## src/rtl/tksa_pkg.sv

```systemverilog
`timescale 1ns / 1ps
// ----------------------------------------------------------------------------
// tksa_pkg: shared types, constants and functions for top-k score argsort
// Word formats, the token that travels down the insertion chain, the
// controller state encoding and the rank-order compare.
// ----------------------------------------------------------------------------
package tksa_pkg;

  // Capacity of the kept list and maximum run length.
  localparam int unsigned MAX_TOP     = 64;
  localparam int unsigned MAX_ENTRIES = 1024;

  // Field widths.
  localparam int unsigned INDEX_W = 10;
  localparam int unsigned SCORE_W = 32;
  localparam int unsigned COUNT_W = 7;

  // Derived widths.
  localparam int unsigned CELL_IDX_W = (MAX_TOP > 1) ? $clog2(MAX_TOP) : 1;
  localparam int unsigned CMP_W      = ((CELL_IDX_W > COUNT_W) ? CELL_IDX_W : COUNT_W) + 1;
  localparam int unsigned SEEN_W     = $clog2(MAX_ENTRIES + 1);

  // Configuration port.
  localparam int unsigned PADDR_W = 3;
  localparam int unsigned PDATA_W = 32;
  localparam logic [PADDR_W-3:0] REG_TOP_COUNT = '0;
  localparam logic [COUNT_W-1:0] TOP_COUNT_RESET = COUNT_W'(10);

  // Input word: one scored entry.
  typedef struct packed {
    logic [INDEX_W-1:0]        entry_index;
    logic signed [SCORE_W-1:0] score;
    logic                      last_entry;
  } in_word_t;

  // Output word: one ranked entry.
  typedef struct packed {
    logic [INDEX_W-1:0]        ranked_index;
    logic signed [SCORE_W-1:0] ranked_score;
    logic                      last_rank;
  } out_word_t;

  // One list slot.
  typedef struct packed {
    logic [INDEX_W-1:0]        idx;
    logic signed [SCORE_W-1:0] score;
  } slot_t;

  // What a token asks of the cells it passes.
  typedef enum logic [1:0] {
    TOK_NONE   = 2'd0,
    TOK_SEARCH = 2'd1,
    TOK_SHIFT  = 2'd2
  } tok_kind_e;

  // Token moving one cell per cycle down the chain.
  typedef struct packed {
    logic               valid;
    tok_kind_e          kind;
    logic               last;
    logic [COUNT_W-1:0] top_count;
    slot_t              slot;
  } token_t;

  // Controller states.
  typedef enum logic [1:0] {
    ST_RUN   = 2'd0,
    ST_DRAIN = 2'd1,
    ST_EMIT  = 2'd2
  } state_e;

  // Controller outputs to the datapath.
  typedef struct packed {
    logic in_ready;
    logic out_valid;
    logic emit_shift;
  } ctrl_t;

  // True when slot a ranks before slot b. Scores within one LSB tie, and
  // ties go to the lower index.
  function automatic logic ranks_before(slot_t a, slot_t b);
    logic signed [SCORE_W:0] diff;
    logic                    tie;
    diff = {a.score[SCORE_W-1], a.score} - {b.score[SCORE_W-1], b.score};
    tie  = (diff == (SCORE_W+1)'(0)) || (diff == (SCORE_W+1)'(1)) ||
           (diff == {(SCORE_W+1){1'b1}});
    if (tie) begin
      return a.idx < b.idx;
    end
    return a.score > b.score;
  endfunction

endpackage

```

## src/rtl/tksa_cell.sv

```systemverilog
`timescale 1ns / 1ps
// ----------------------------------------------------------------------------
// tksa_cell: one position of the ranked list
// Holds one slot, processes the token handed over by the previous cell and
// registers the token for the next one. During emission it takes the slot
// of the next cell so the list streams out of the head.
// ----------------------------------------------------------------------------
module tksa_cell (
  input  logic                           clk_i,
  input  logic                           rst_ni,
  input  logic [tksa_pkg::CELL_IDX_W-1:0] cell_idx_i,
  input  tksa_pkg::token_t               tok_i,
  output tksa_pkg::token_t               tok_o,
  input  logic                           emit_shift_i,
  input  logic                           nbr_valid_i,
  input  tksa_pkg::slot_t                nbr_slot_i,
  output logic                           valid_o,
  output tksa_pkg::slot_t                slot_o
);

  logic             valid_q, valid_d;
  tksa_pkg::slot_t  slot_q, slot_d;
  tksa_pkg::token_t tok_q, tok_d;
  logic             active;
  logic             ahead;

  // The cell lies within the list capacity carried by the token.
  assign active = tksa_pkg::CMP_W'(cell_idx_i) < tksa_pkg::CMP_W'(tok_i.top_count);
  assign ahead  = tksa_pkg::ranks_before(tok_i.slot, slot_q);

  // Insertion, shift, truncation and emission.
  always_comb begin
    valid_d = valid_q;
    slot_d  = slot_q;
    tok_d   = tok_i;
    if (emit_shift_i) begin
      valid_d     = nbr_valid_i;
      slot_d      = nbr_slot_i;
      tok_d.valid = 1'b0;
    end else if (tok_i.valid) begin
      if (!active) begin
        valid_d = 1'b0;
      end else begin
        case (tok_i.kind)
          tksa_pkg::TOK_SEARCH: begin
            if (!valid_q) begin
              valid_d    = 1'b1;
              slot_d     = tok_i.slot;
              tok_d.kind = tksa_pkg::TOK_NONE;
            end else if (ahead) begin
              slot_d     = tok_i.slot;
              tok_d.kind = tksa_pkg::TOK_SHIFT;
              tok_d.slot = slot_q;
            end
          end
          tksa_pkg::TOK_SHIFT: begin
            slot_d = tok_i.slot;
            if (!valid_q) begin
              valid_d    = 1'b1;
              tok_d.kind = tksa_pkg::TOK_NONE;
            end else begin
              tok_d.slot = slot_q;
            end
          end
          default: begin
          end
        endcase
      end
    end
  end

  // Control state.
  always_ff @(posedge clk_i or negedge rst_ni) begin
    if (!rst_ni) begin
      valid_q <= 1'b0;
      tok_q   <= '0;
    end else begin
      valid_q <= valid_d;
      tok_q   <= tok_d;
    end
  end

  // Slot payload.
  always_ff @(posedge clk_i) begin
    slot_q <= slot_d;
  end

  assign tok_o   = tok_q;
  assign valid_o = valid_q;
  assign slot_o  = slot_q;

endmodule

```

## config.mk

```make
export PLATFORM = sky130hd
export DESIGN_NAME = tksa_cell
export DESIGN_NICKNAME = d
export VERILOG_FILES = /design/src/rtl/tksa_pkg.sv /design/src/rtl/tksa_cell.sv
export SDC_FILE = /design/constraint.sdc
export NUM_CORES = 1
export LEC_CHECK = 0
export ABC_AREA = 1
export CAP_MARGIN = 20
export CORE_MARGIN = 10
export CORE_UTILIZATION = 50
export CTS_CLUSTER_SIZE = 10
export DETAILED_ROUTE_END_ITERATION = 10
export DONT_BUFFER_PORTS = 1
export PLACE_DENSITY_LB_ADDON = 0.08
export SLEW_MARGIN = 20
export SYNTH_ARGS = -nofsm -noshare
export SYNTH_HDL_FRONTEND = slang
export SYNTH_SLANG_ARGS = --single-unit
export TNS_END_PERCENT = 50
```

## constraint.sdc

```tcl
create_clock -name clk_i -period 7.3 [get_ports clk_i]
set_input_delay 1.825 -clock clk_i [delete_from_list [all_inputs] [get_ports clk_i]]
set_output_delay 1.825 -clock clk_i [all_outputs]
set_load 0.05 [all_outputs]
```

==> impl_metrics.json <==
{
  "areaGrowthSynthToFinish_pct": 4.41,
  "yosysWarnings": 0,
  "status": "complete, no violations",
  "drt_iter0_markers": 728,
  "busiest_layer": "met2",
  "die_h_um": 153,
  "drcViolationCount": 0,
  "rsz0062_at_grt": "false",
  "initial_core_util": 0.512,
  "grtUsageMet2": 0.393,
  "max_slew.worst_pin.slew_ps": 1040,
  "cts.sinks": 96,
  "hold_path_class": "reg2reg",
  "dr.pass1.iters": 5,
  "peakVddDrop_v": 0.000115,
  "cp_cell_sequence": "inv_1 -> ha_1 -> fa_1 -> inv_1 -> nand2_1 -> nand2_1 -> nand3_1 -> nand2_1 -> nand2_1 -> nand2_2 -> nand2_1 -> nand2_1 -> nand2_1 -> nand2_1 -> nand2_1 -> nor2_1 -> nand2_1 -> nor2_1 -> nand2_1 -> nand3_2 -> nand3_4 -> nor2_4 -> nand2_1 -> a21boi_1",
  "crit_type": "in2reg",
  "synth_commonest_cells": "nand2_1, inv_1, a21oi_1",
  "holdWs_ps": 891,
  "seqPwrFrac": 0.447,
  "die_w_um": 153,
  "synth_simple_gate_area_frac": 0.335,
  "switching_share": 0.448,
  "drive_above_1_share": 0.0504,
  "rows": 48,
  "synthDistinctLibCells": 39,
  "dieArea_mm2": 0.0234,
  "grt_pass1_wl_mm": 45.6,
  "wl_mm": 28.5,
  "critPathMostFrequentCell": "nand2_1",
  "power_density_mw_per_mm2": 205,
  "numPortBuffers": 0,
  "ys_async_sr_fraction": 0.563,
  "postCtsSetupBuffers": 0,
  "postCtsResizedCells": 0,
  "core_mm2": 0.0173,
  "relSlewSlack": 0.304,
  "end_kind": "flip-flop",
  "setup_viol_count_final": 0,
  "met3_usage": 0.0687,
  "grt_overflow": 0,
  "viasPerCell": 5.33,
  "worst_ep_required_time_ps": 7570,
  "cts_buffer_depth": 2,
  "ios": 201,
  "netlist_instances": 1437,
  "synth_top_family_by_area": "simple AND/OR/NAND/NOR gates",
  "clockRootBuffer": "clkbuf_16",
  "min_period_ps": 5680,
  "combPwrFrac": 0.299,
  "max-cap-violations": 0,
  "fin_setup_tns_ps": 0,
  "netlist_area_mm2": 0.00885,
  "drv_slew": 0,
  "ant_nets": 0,
  "muxShareOfSynthArea": 0,
  "grt_max_degree": 90,
  "p_int_mw": 1.05,
  "clkPwrFrac": 0.254,
  "post-route-period-util": 0.778,
  "syn_nets": 1591,
  "num_vias": 8706,
  "yosysMostFrequentCell": "nand2_1",
  "cpPeakStageDelay_ps": 890,
  "fin_nets": 1558,
  "insertion_delay_ps": 360,
  "p_switching_mw": 0.849,
  "grt_antenna_before_repair": 0,
  "cts.clk_slew.worst_paths_ps": 80,
  "synthAdderAreaFrac": 0.0701,
  "grt_util_met1": 0.303,
  "ys_seq_area_frac": 0.295,
  "arrival_ps": 5950,
  "synth_ff_type": "dfrtp_1",
  "htree_levels": 3,
  "synth-compound-area-share": 0.146,
  "hpwl_mm": 21.9,
  "wl_per_cell_um": 17.4,
  "track_usage": 0.238,
  "cp_slowest_cell": "nor2_4",
  "hold_viol": 0,
  "cts_buffers": 9,
  "crit_fanout": 43,
  "critPathBufInv": 2,
  "leakage_nw": 5.22,
  "synth_top_area_share": 0.206,
  "gp_congestion": 0.924,
  "fin_worst_skew_ps": 9.23,
  "fmax_mhz": 176,
  "cts_hold_buffers": 0,
  "synth_edf_count": 42,
  "grt_pass1_vias": 8361,
  "cts_tree": "done",
  "synth-xor-area-share": 0.00495,
  "synth_top_cell_by_area": "nand2_1",
  "cp-start-kind": "primary input",
  "ys_ff_latch": 96,
  "synth.avg_cell_area_um2": 6.16,
  "diodes": 0,
  "synth_area_leaders": "nand2_1, dfrtp_1, edfxtp_1, inv_1, ha_1",
  "path_delay_family": "simple AND/OR/NAND/NOR gates"
}
path summary, 6_finish.rpt:
| check | start | to | slack [ps] | cells after the start |
|---|---|---|---|---|
| max in group asynchronous | rst_ni | tok_o[24] | 6030 | 0 |
| worst max-delay path | tok_i[0] | tok_o[24] | 1620 | 24 |
| worst max register to register | slot_o[30] | tok_o[24] | 2280 | 16 |
| worst min-delay path | slot_o[4] | tok_o[4] | 890 | 2 |
| worst min register to register | slot_o[4] | tok_o[4] | 890 | 2 |
| min in group asynchronous | rst_ni | tok_o[43] | 1160 | 0 |
power by group through the flow:
stage          Combinational (mW)  Clock [mW]  Sequential (mW)
6_report                    0.566       0.481            0.847
5_1_grt                     0.653       0.503            0.855
4_1_cts                     0.562       0.490            0.851
3_5_place_dp                0.559           0            0.861
3_3_place_gp                0.551           0            0.862
2_1_floorplan               0.442           0            0.834
state kept, by name, indices dropped and copies added, names as in the netlist:
name / count
slot_o: 42
tok_o: 53
valid_o: 1
cell type report:
type,instances,area (µm²)
Clock buffer,10,229
Clock inverter,6,57.6
Fill cell,1796,8060
Inverter,295,1110
Multi-Input combinational cell,999,4930
Sequential cell,96,2610
Tap cell,225,282
Timing Repair Buffer,3,22.5
worst min-delay path, stage by stage, from the launching register on:
cell and delay (ps):
edfxtp_1 640, nand2_1 150, a21boi_1 60
placed cells by master, fill, tap and decap left out, drive strengths merged:
cell type    n
a211oi      13
o21ai       75
and2         4
nand4       12
a41oi        1
fa           1
buf          3
inv        299
o211ai       2
nand2      492
a22oi        1
clkinv       2
ha          48
edfxtp      42
dfrtp       54
o2111ai      1
a221o        1
nand3       70
nand3b       1
nor2        94
a21boi      31
a21oi      100
or2         29
o21bai       1
nor3        13
o311ai       1
clkbuf      10
xnor2        2
xor2         3
a21o         3
through the flow:
step / power [mW] / util / area, µm² / instances / setup WS (ps)
after floorplan: 1.28 / - / 8850 / 1437 / 1940
after global placement: 1.41 / 0.517 / 8950 / 1618 / 1470
after detailed placement: 1.42 / 0.517 / 8950 / 1618 / 1340
after CTS: 1.90 / 0.534 / 9240 / 1634 / 1670
after global routing: 2.01 / 0.534 / 9240 / 1634 / 1140
final: 1.89 / 0.534 / 9240 / 1634 / 1620
kinds of logic after synthesis:
kind of cell,after synthesis
AND/OR/NAND/NOR,715
buffers and inverters,342
AO/OA/AOI/OAI,230
flip-flops,96
adder cells (fa/ha/maj),49
XOR/XNOR,5
routing by layer:
| metal | vias to the layer above | part of all wire | routed length, µm |
|---|---|---|---|
| li1 | 4388 | - | - |
| met1 | 4035 | 0.44 | 12600 |
| met2 | 263 | 0.46 | 13200 |
| met3 | 20 | 0.082 | 2340 |
| met4 | 0 | 0.010 | 299 |
| met5 | - | 0 | 0 |
Note: power is estimated with default switching activity, not from simulation.
