===== src/rtl/tksa_pkg.sv =====
`timescale 1ns / 1ps
// ----------------------------------------------------------------------------
// tksa_pkg: shared types, constants and functions for top-k score argsort
// Word formats, the token that travels down the insertion chain, the
// controller state encoding and the rank-order compare.
// ----------------------------------------------------------------------------
package tksa_pkg;

  // Capacity of the kept list and maximum run length.
  localparam int unsigned MAX_TOP     = 64;
  localparam int unsigned MAX_ENTRIES = 1024;

  // Field widths.
  localparam int unsigned INDEX_W = 10;
  localparam int unsigned SCORE_W = 32;
  localparam int unsigned COUNT_W = 7;

  // Derived widths.
  localparam int unsigned CELL_IDX_W = (MAX_TOP > 1) ? $clog2(MAX_TOP) : 1;
  localparam int unsigned CMP_W      = ((CELL_IDX_W > COUNT_W) ? CELL_IDX_W : COUNT_W) + 1;
  localparam int unsigned SEEN_W     = $clog2(MAX_ENTRIES + 1);

  // Configuration port.
  localparam int unsigned PADDR_W = 3;
  localparam int unsigned PDATA_W = 32;
  localparam logic [PADDR_W-3:0] REG_TOP_COUNT = '0;
  localparam logic [COUNT_W-1:0] TOP_COUNT_RESET = COUNT_W'(10);

  // Input word: one scored entry.
  typedef struct packed {
    logic [INDEX_W-1:0]        entry_index;
    logic signed [SCORE_W-1:0] score;
    logic                      last_entry;
  } in_word_t;

  // Output word: one ranked entry.
  typedef struct packed {
    logic [INDEX_W-1:0]        ranked_index;
    logic signed [SCORE_W-1:0] ranked_score;
    logic                      last_rank;
  } out_word_t;

  // One list slot.
  typedef struct packed {
    logic [INDEX_W-1:0]        idx;
    logic signed [SCORE_W-1:0] score;
  } slot_t;

  // What a token asks of the cells it passes.
  typedef enum logic [1:0] {
    TOK_NONE   = 2'd0,
    TOK_SEARCH = 2'd1,
    TOK_SHIFT  = 2'd2
  } tok_kind_e;

  // Token moving one cell per cycle down the chain.
  typedef struct packed {
    logic               valid;
    tok_kind_e          kind;
    logic               last;
    logic [COUNT_W-1:0] top_count;
    slot_t              slot;
  } token_t;

  // Controller states.
  typedef enum logic [1:0] {
    ST_RUN   = 2'd0,
    ST_DRAIN = 2'd1,
    ST_EMIT  = 2'd2
  } state_e;

  // Controller outputs to the datapath.
  typedef struct packed {
    logic in_ready;
    logic out_valid;
    logic emit_shift;
  } ctrl_t;

  // True when slot a ranks before slot b. Scores within one LSB tie, and
  // ties go to the lower index.
  function automatic logic ranks_before(slot_t a, slot_t b);
    logic signed [SCORE_W:0] diff;
    logic                    tie;
    diff = {a.score[SCORE_W-1], a.score} - {b.score[SCORE_W-1], b.score};
    tie  = (diff == (SCORE_W+1)'(0)) || (diff == (SCORE_W+1)'(1)) ||
           (diff == {(SCORE_W+1){1'b1}});
    if (tie) begin
      return a.idx < b.idx;
    end
    return a.score > b.score;
  endfunction

endpackage


===== src/rtl/tksa_ctrl.sv =====
`timescale 1ns / 1ps
// ----------------------------------------------------------------------------
// tksa_ctrl: run control for top-k score argsort
// Counts entries of the run, forms the token for the head of the chain and
// sequences run, chain drain and emission.
// ----------------------------------------------------------------------------
module tksa_ctrl (
  input  logic                         clk_i,
  input  logic                         rst_ni,
  input  logic                         in_valid_i,
  input  tksa_pkg::in_word_t           in_word_i,
  input  logic [tksa_pkg::COUNT_W-1:0] top_count_i,
  input  logic                         out_ready_i,
  input  logic                         head_valid_i,
  input  tksa_pkg::token_t             tail_tok_i,
  output tksa_pkg::token_t             head_tok_o,
  output tksa_pkg::ctrl_t              ctrl_o
);

  tksa_pkg::state_e            state_q, state_d;
  logic [tksa_pkg::SEEN_W-1:0] seen_q, seen_d;
  logic                        accept;
  logic                        room;

  assign accept = in_valid_i && ctrl_o.in_ready;
  assign room   = seen_q < tksa_pkg::SEEN_W'(tksa_pkg::MAX_ENTRIES);

  // Next state.
  always_comb begin
    state_d = state_q;
    case (state_q)
      tksa_pkg::ST_RUN: begin
        if (accept && in_word_i.last_entry) begin
          state_d = tksa_pkg::ST_DRAIN;
        end
      end
      tksa_pkg::ST_DRAIN: begin
        if (tail_tok_i.valid && tail_tok_i.last) begin
          state_d = tksa_pkg::ST_EMIT;
        end
      end
      tksa_pkg::ST_EMIT: begin
        if (!head_valid_i) begin
          state_d = tksa_pkg::ST_RUN;
        end
      end
      default: begin
        state_d = tksa_pkg::ST_RUN;
      end
    endcase
  end

  // Outputs.
  always_comb begin
    ctrl_o = '0;
    case (state_q)
      tksa_pkg::ST_RUN: begin
        ctrl_o.in_ready = 1'b1;
      end
      tksa_pkg::ST_EMIT: begin
        ctrl_o.out_valid  = head_valid_i;
        ctrl_o.emit_shift = head_valid_i && out_ready_i;
      end
      default: begin
      end
    endcase
  end

  // Token entering the chain; entries past the run limit only truncate.
  always_comb begin
    head_tok_o.valid      = accept;
    head_tok_o.kind       = room ? tksa_pkg::TOK_SEARCH : tksa_pkg::TOK_NONE;
    head_tok_o.last       = in_word_i.last_entry;
    head_tok_o.top_count  = top_count_i;
    head_tok_o.slot.idx   = in_word_i.entry_index;
    head_tok_o.slot.score = in_word_i.score;
  end

  // Entries seen in the current run.
  always_comb begin
    seen_d = seen_q;
    if (accept) begin
      if (in_word_i.last_entry) begin
        seen_d = '0;
      end else if (room) begin
        seen_d = seen_q + tksa_pkg::SEEN_W'(1);
      end
    end
  end

  always_ff @(posedge clk_i or negedge rst_ni) begin
    if (!rst_ni) begin
      state_q <= tksa_pkg::ST_RUN;
      seen_q  <= '0;
    end else begin
      state_q <= state_d;
      seen_q  <= seen_d;
    end
  end

endmodule


===== config.mk =====
export PLATFORM = sky130hd
export DESIGN_NAME = tksa_ctrl
export DESIGN_NICKNAME = d
export VERILOG_FILES = /design/src/rtl/tksa_pkg.sv /design/src/rtl/tksa_ctrl.sv
export SDC_FILE = /design/constraint.sdc
export NUM_CORES = 1
export LEC_CHECK = 0
export ABC_AREA = 0
export ABC_CLOCK_PERIOD_IN_PS = 1400
export BUFFER_PORTS_ARGS = -buffer_cell sky130_fd_sc_hd__buf_2
export CAP_MARGIN = 15
export CELL_PAD_IN_SITES_DETAIL_PLACEMENT = 1
export CELL_PAD_IN_SITES_GLOBAL_PLACEMENT = 2
export CORE_ASPECT_RATIO = 0.7
export CORE_MARGIN = 4
export CORE_UTILIZATION = 11
export DETAILED_ROUTE_END_ITERATION = 8
export HOLD_SLACK_MARGIN = 0.02
export PLACE_DENSITY = 0.83
export SLEW_MARGIN = 30
export SYNTH_ARGS = -nofsm -noshare
export SYNTH_HDL_FRONTEND = slang
export SYNTH_SLANG_ARGS = --single-unit

===== constraint.sdc =====
create_clock -name clk_i -period 1.4 [get_ports clk_i]
set_input_delay 0.28 -clock clk_i [delete_from_list [all_inputs] [get_ports clk_i]]
set_output_delay 0.28 -clock clk_i [all_outputs]
set_load 0.005 [all_outputs]

==> metrics.yaml <==
run_status:
  run_status: "finished, violations left"
  violations_in_the_final_reports: "setup timing"
clock_network:
  clock_sinks: 13
  clock_tree_from_tritoncts: "done"
  cts.clk_slew.worst_paths_ns: 0.05
  clk_latency_ns: 0.25
  htree_num_levels: 1
  ctsRootBufferMaster: "clkbuf_16"
  max-clock-path-buffers: 2
  cts-buffers-inserted: 3
timing:
  min_period_over_period: 1.14
  fin_ws_ns: -0.200
  achievable-frequency_mhz: 625
  report.final.slew_viol_count: 0
  fin_setup_tns_ns: -1.22
  fin_clk_skew_ns: 0.00215
  hold_viol_final: 0
  rsz_0062_raised_after_global_routing: "true"
  hold_ws_ns: 0.290
  finalCriticalPeriod_ns: 1.60
  setup_viol: 11
power_and_ir_drop:
  pwr-share-clk: 0.357
  power.switching_fraction: 0.295
  intPower_mw: 1.10
  ir_drop_mv: 0.370
  power_frac_comb: 0.334
  cellPowerDensity_mw_per_mm2: 1270
  static-leakage-power_nw: 0.512
  power_switching_mw: 0.462
  p_seq_frac: 0.309
global_route:
  antenna_violations_before_repair: 0
  grt_pass1_vias: 704
  grt_max_degree: 14
  grt_first_pass_wirelength_microns: 3640
  grt_remaining_overflow: 0
  grt.total_usage: 0.0424
final_layout:
  areaGrowthSynthToFinish_pct: 12.3
  finalNetCount: 215
  final_core_utilization: 0.127
  n_diodes: 0
  drive_above_1_share: 0.476
drt:
  dr_total_vias: 695
  post-route-drc-count: 0
  avgViaCountPerCell: 2.98
  avgRoutedWirePerCell_microns: 10.6
  detailed_routing_iteration_count_for_the_pre_antenna_repair_pass: 4
  detail-route-antenna-nets: 0
  drt_wl_total_microns: 2460
  drtIter0Drc: 22
floorplanning:
  dieArea_sq_mm: 0.0117
  io_pins: 164
  initial_core_util: 0.113
  placementRows: 30
  chipWidth_microns: 128
  die_height_microns: 91.7
  fp.coreArea_sq_mm: 0.00972
worst_hold_path:
  hold_path_class: "input port to flip-flop"
logic_synthesis:
  synth-seq-cells: 13
  synth_ff_type: "dfrtp_1"
  gate_count_after_technology_mapping: 126
  yosysTopAreaCellShare: 0.369
  ys_types: 30
  synthArstFlopShare: 1.00
  ys_seq_area_frac: 0.296
  synth-edff-count: 0
  synthesis.nets: 235
  synth_area_sq_mm: 0.00110
  yosys_warnings: 0
  synth_largest_area_cell: "buf_4"
  post_synth_main_area_contributors: "buf_4, dfrtp_1, xor2_1, nor2_1, nand2_1"
  synth_area_per_cell_sq_um: 8.73
place:
  numPortBuffers: 13
  dp_worst_setup_slack_ns: -0.106
  gp_routability_congestion: 0.705
  dp_hpwl_microns: 1640
flow_run:
  cap_viol_max_count: 0
critical_path:
  start_kind: "flip-flop"
  slowest_stage: "or3b_4"
  worst_setup_path_end_kind: "flip-flop"
  timing.critical_path.max_delay_family: "simple AND/OR/NAND/NOR gates"
  worst-path-max-fanout: 2
  timing.critical_path.buf_inv: 1
  critical_path_required_ns: 1.53
  critical_path.max_stage_delay_ns: 0.42
  criticalPathCategory: "flip-flop to flip-flop"
  arrival_ns: 1.73
  cp_cell_sequence: "or3b_4, buf_4, nor4b_4, xnor2_1, nor2_1"
registers in the layout, summed over array words and instances (netlist names):
signal / flops
seen_q: 11
state_q: 2
worst min-delay path, cell delays in order:
cell	delay [ns]
buf_2	0.10
nand2_1	0.05
o22ai_1	0.06
power groups by stage:
| stage | logic [mW] | clock network [mW] | registers [mW] |
|---|---|---|---|
| floorplan | 0.326 | 0 | 0.490 |
| global placement | 0.379 | 0 | 0.483 |
| detailed placement | 0.396 | 0 | 0.489 |
| CTS | 0.507 | 0.567 | 0.484 |
| global route | 0.582 | 0.580 | 0.494 |
| finish | 0.524 | 0.559 | 0.484 |
routing by layer:
metal  global-route usage  routed length (microns)  up-vias
li1                     -                        -      313
met4               0.0402                       95        0
met2               0.0626                     1120       20
met3               0.0169                      145        5
met1               0.0458                     1100      357
met5                    0                        0        -
logic make-up (layout without fill, tap and decap cells):
family	Yosys count	after routing	synth area share
flops	13	13	0.296
compound gates	10	10	0.0489
mux	1	1	0.00910
simple gates	38	38	0.207
other cells	1	1	0.00341
fa+ha+maj	1	1	0.0114
buf+inv	57	36	0.385
xor+xnor	5	5	0.0398
through the flow:
step | cells | power [mW] | instance area [sq um]
detailed placement | 223 | 0.886 | 997
global placement | 223 | 0.863 | 997
CTS | 231 | 1.56 | 1180
finish | 233 | 1.57 | 1230
floorplan | 126 | 0.816 | 1100
global route | 233 | 1.66 | 1230
cell usage in the layout, fill, tap and decap left out, types with 2 or more instances in the layout:
master,count
nand3_1,2
nand2_1,4
o21ai_1,4
nand2b_1,2
nand2_2,2
or3_4,3
clkbuf_16,3
buf_6,5
a21oi_2,3
nor2_1,7
dfrtp_1,13
and3_1,2
xor2_1,4
nand4_1,3
and2_1,3
buf_2,12
buf_4,11
timing repair:
| action | CTS | global route |
|---|---|---|
| hold endpoints to repair | 13 | 0 |
| pin swaps | 8 | 6 |
| gates resized for setup | 14 | 11 |
| buffers inserted | 3 | 2 |
| hold buffers | 1 | 0 |
| endpoints found under the setup margin | 12 | 13 |
synthesized netlist by cell type, types with 2 or more instances:
master	number
buf_4	54
and2_1	3
o21ai_1	2
nand3_1	3
xor2_1	4
and3_1	2
nand2_1	7
a21oi_1	4
dfrtp_1	13
o21ai_0	2
nand2b_1	2
or3_1	3
nand4_1	3
nor2_1	8
worst paths after layout:
check	end	slack (ns)	depth (start not counted)	start
max in group asynchronous	state_q[1]$_DFFE_PN0P_	0.69	2	rst_ni
min in group asynchronous	seen_q[1]$_DFFE_PN0P_	0.48	2	rst_ni
hold / removal	state_q[1]$_DFFE_PN0P_	0.29	3	tail_tok_i[49]
setup reg to reg	seen_q[8]$_DFFE_PN0P_	-0.20	5	state_q[0]$_DFFE_PN0P_
setup / recovery	seen_q[8]$_DFFE_PN0P_	-0.20	5	state_q[0]$_DFFE_PN0P_
hold reg to reg	seen_q[1]$_DFFE_PN0P_	0.59	3	seen_q[1]$_DFFE_PN0P_
area by class of cell:
class / instances / area [sq um]
Multi-Input combinational cell: 56 / 429
Tap cell: 128 / 160
Fill cell: 1123 / 8490
Clock buffer: 4 / 78.8
Timing Repair Buffer: 30 / 229
Inverter: 2 / 12.5
Sequential cell: 13 / 325
Note: power is estimated with default switching activity, not from simulation.
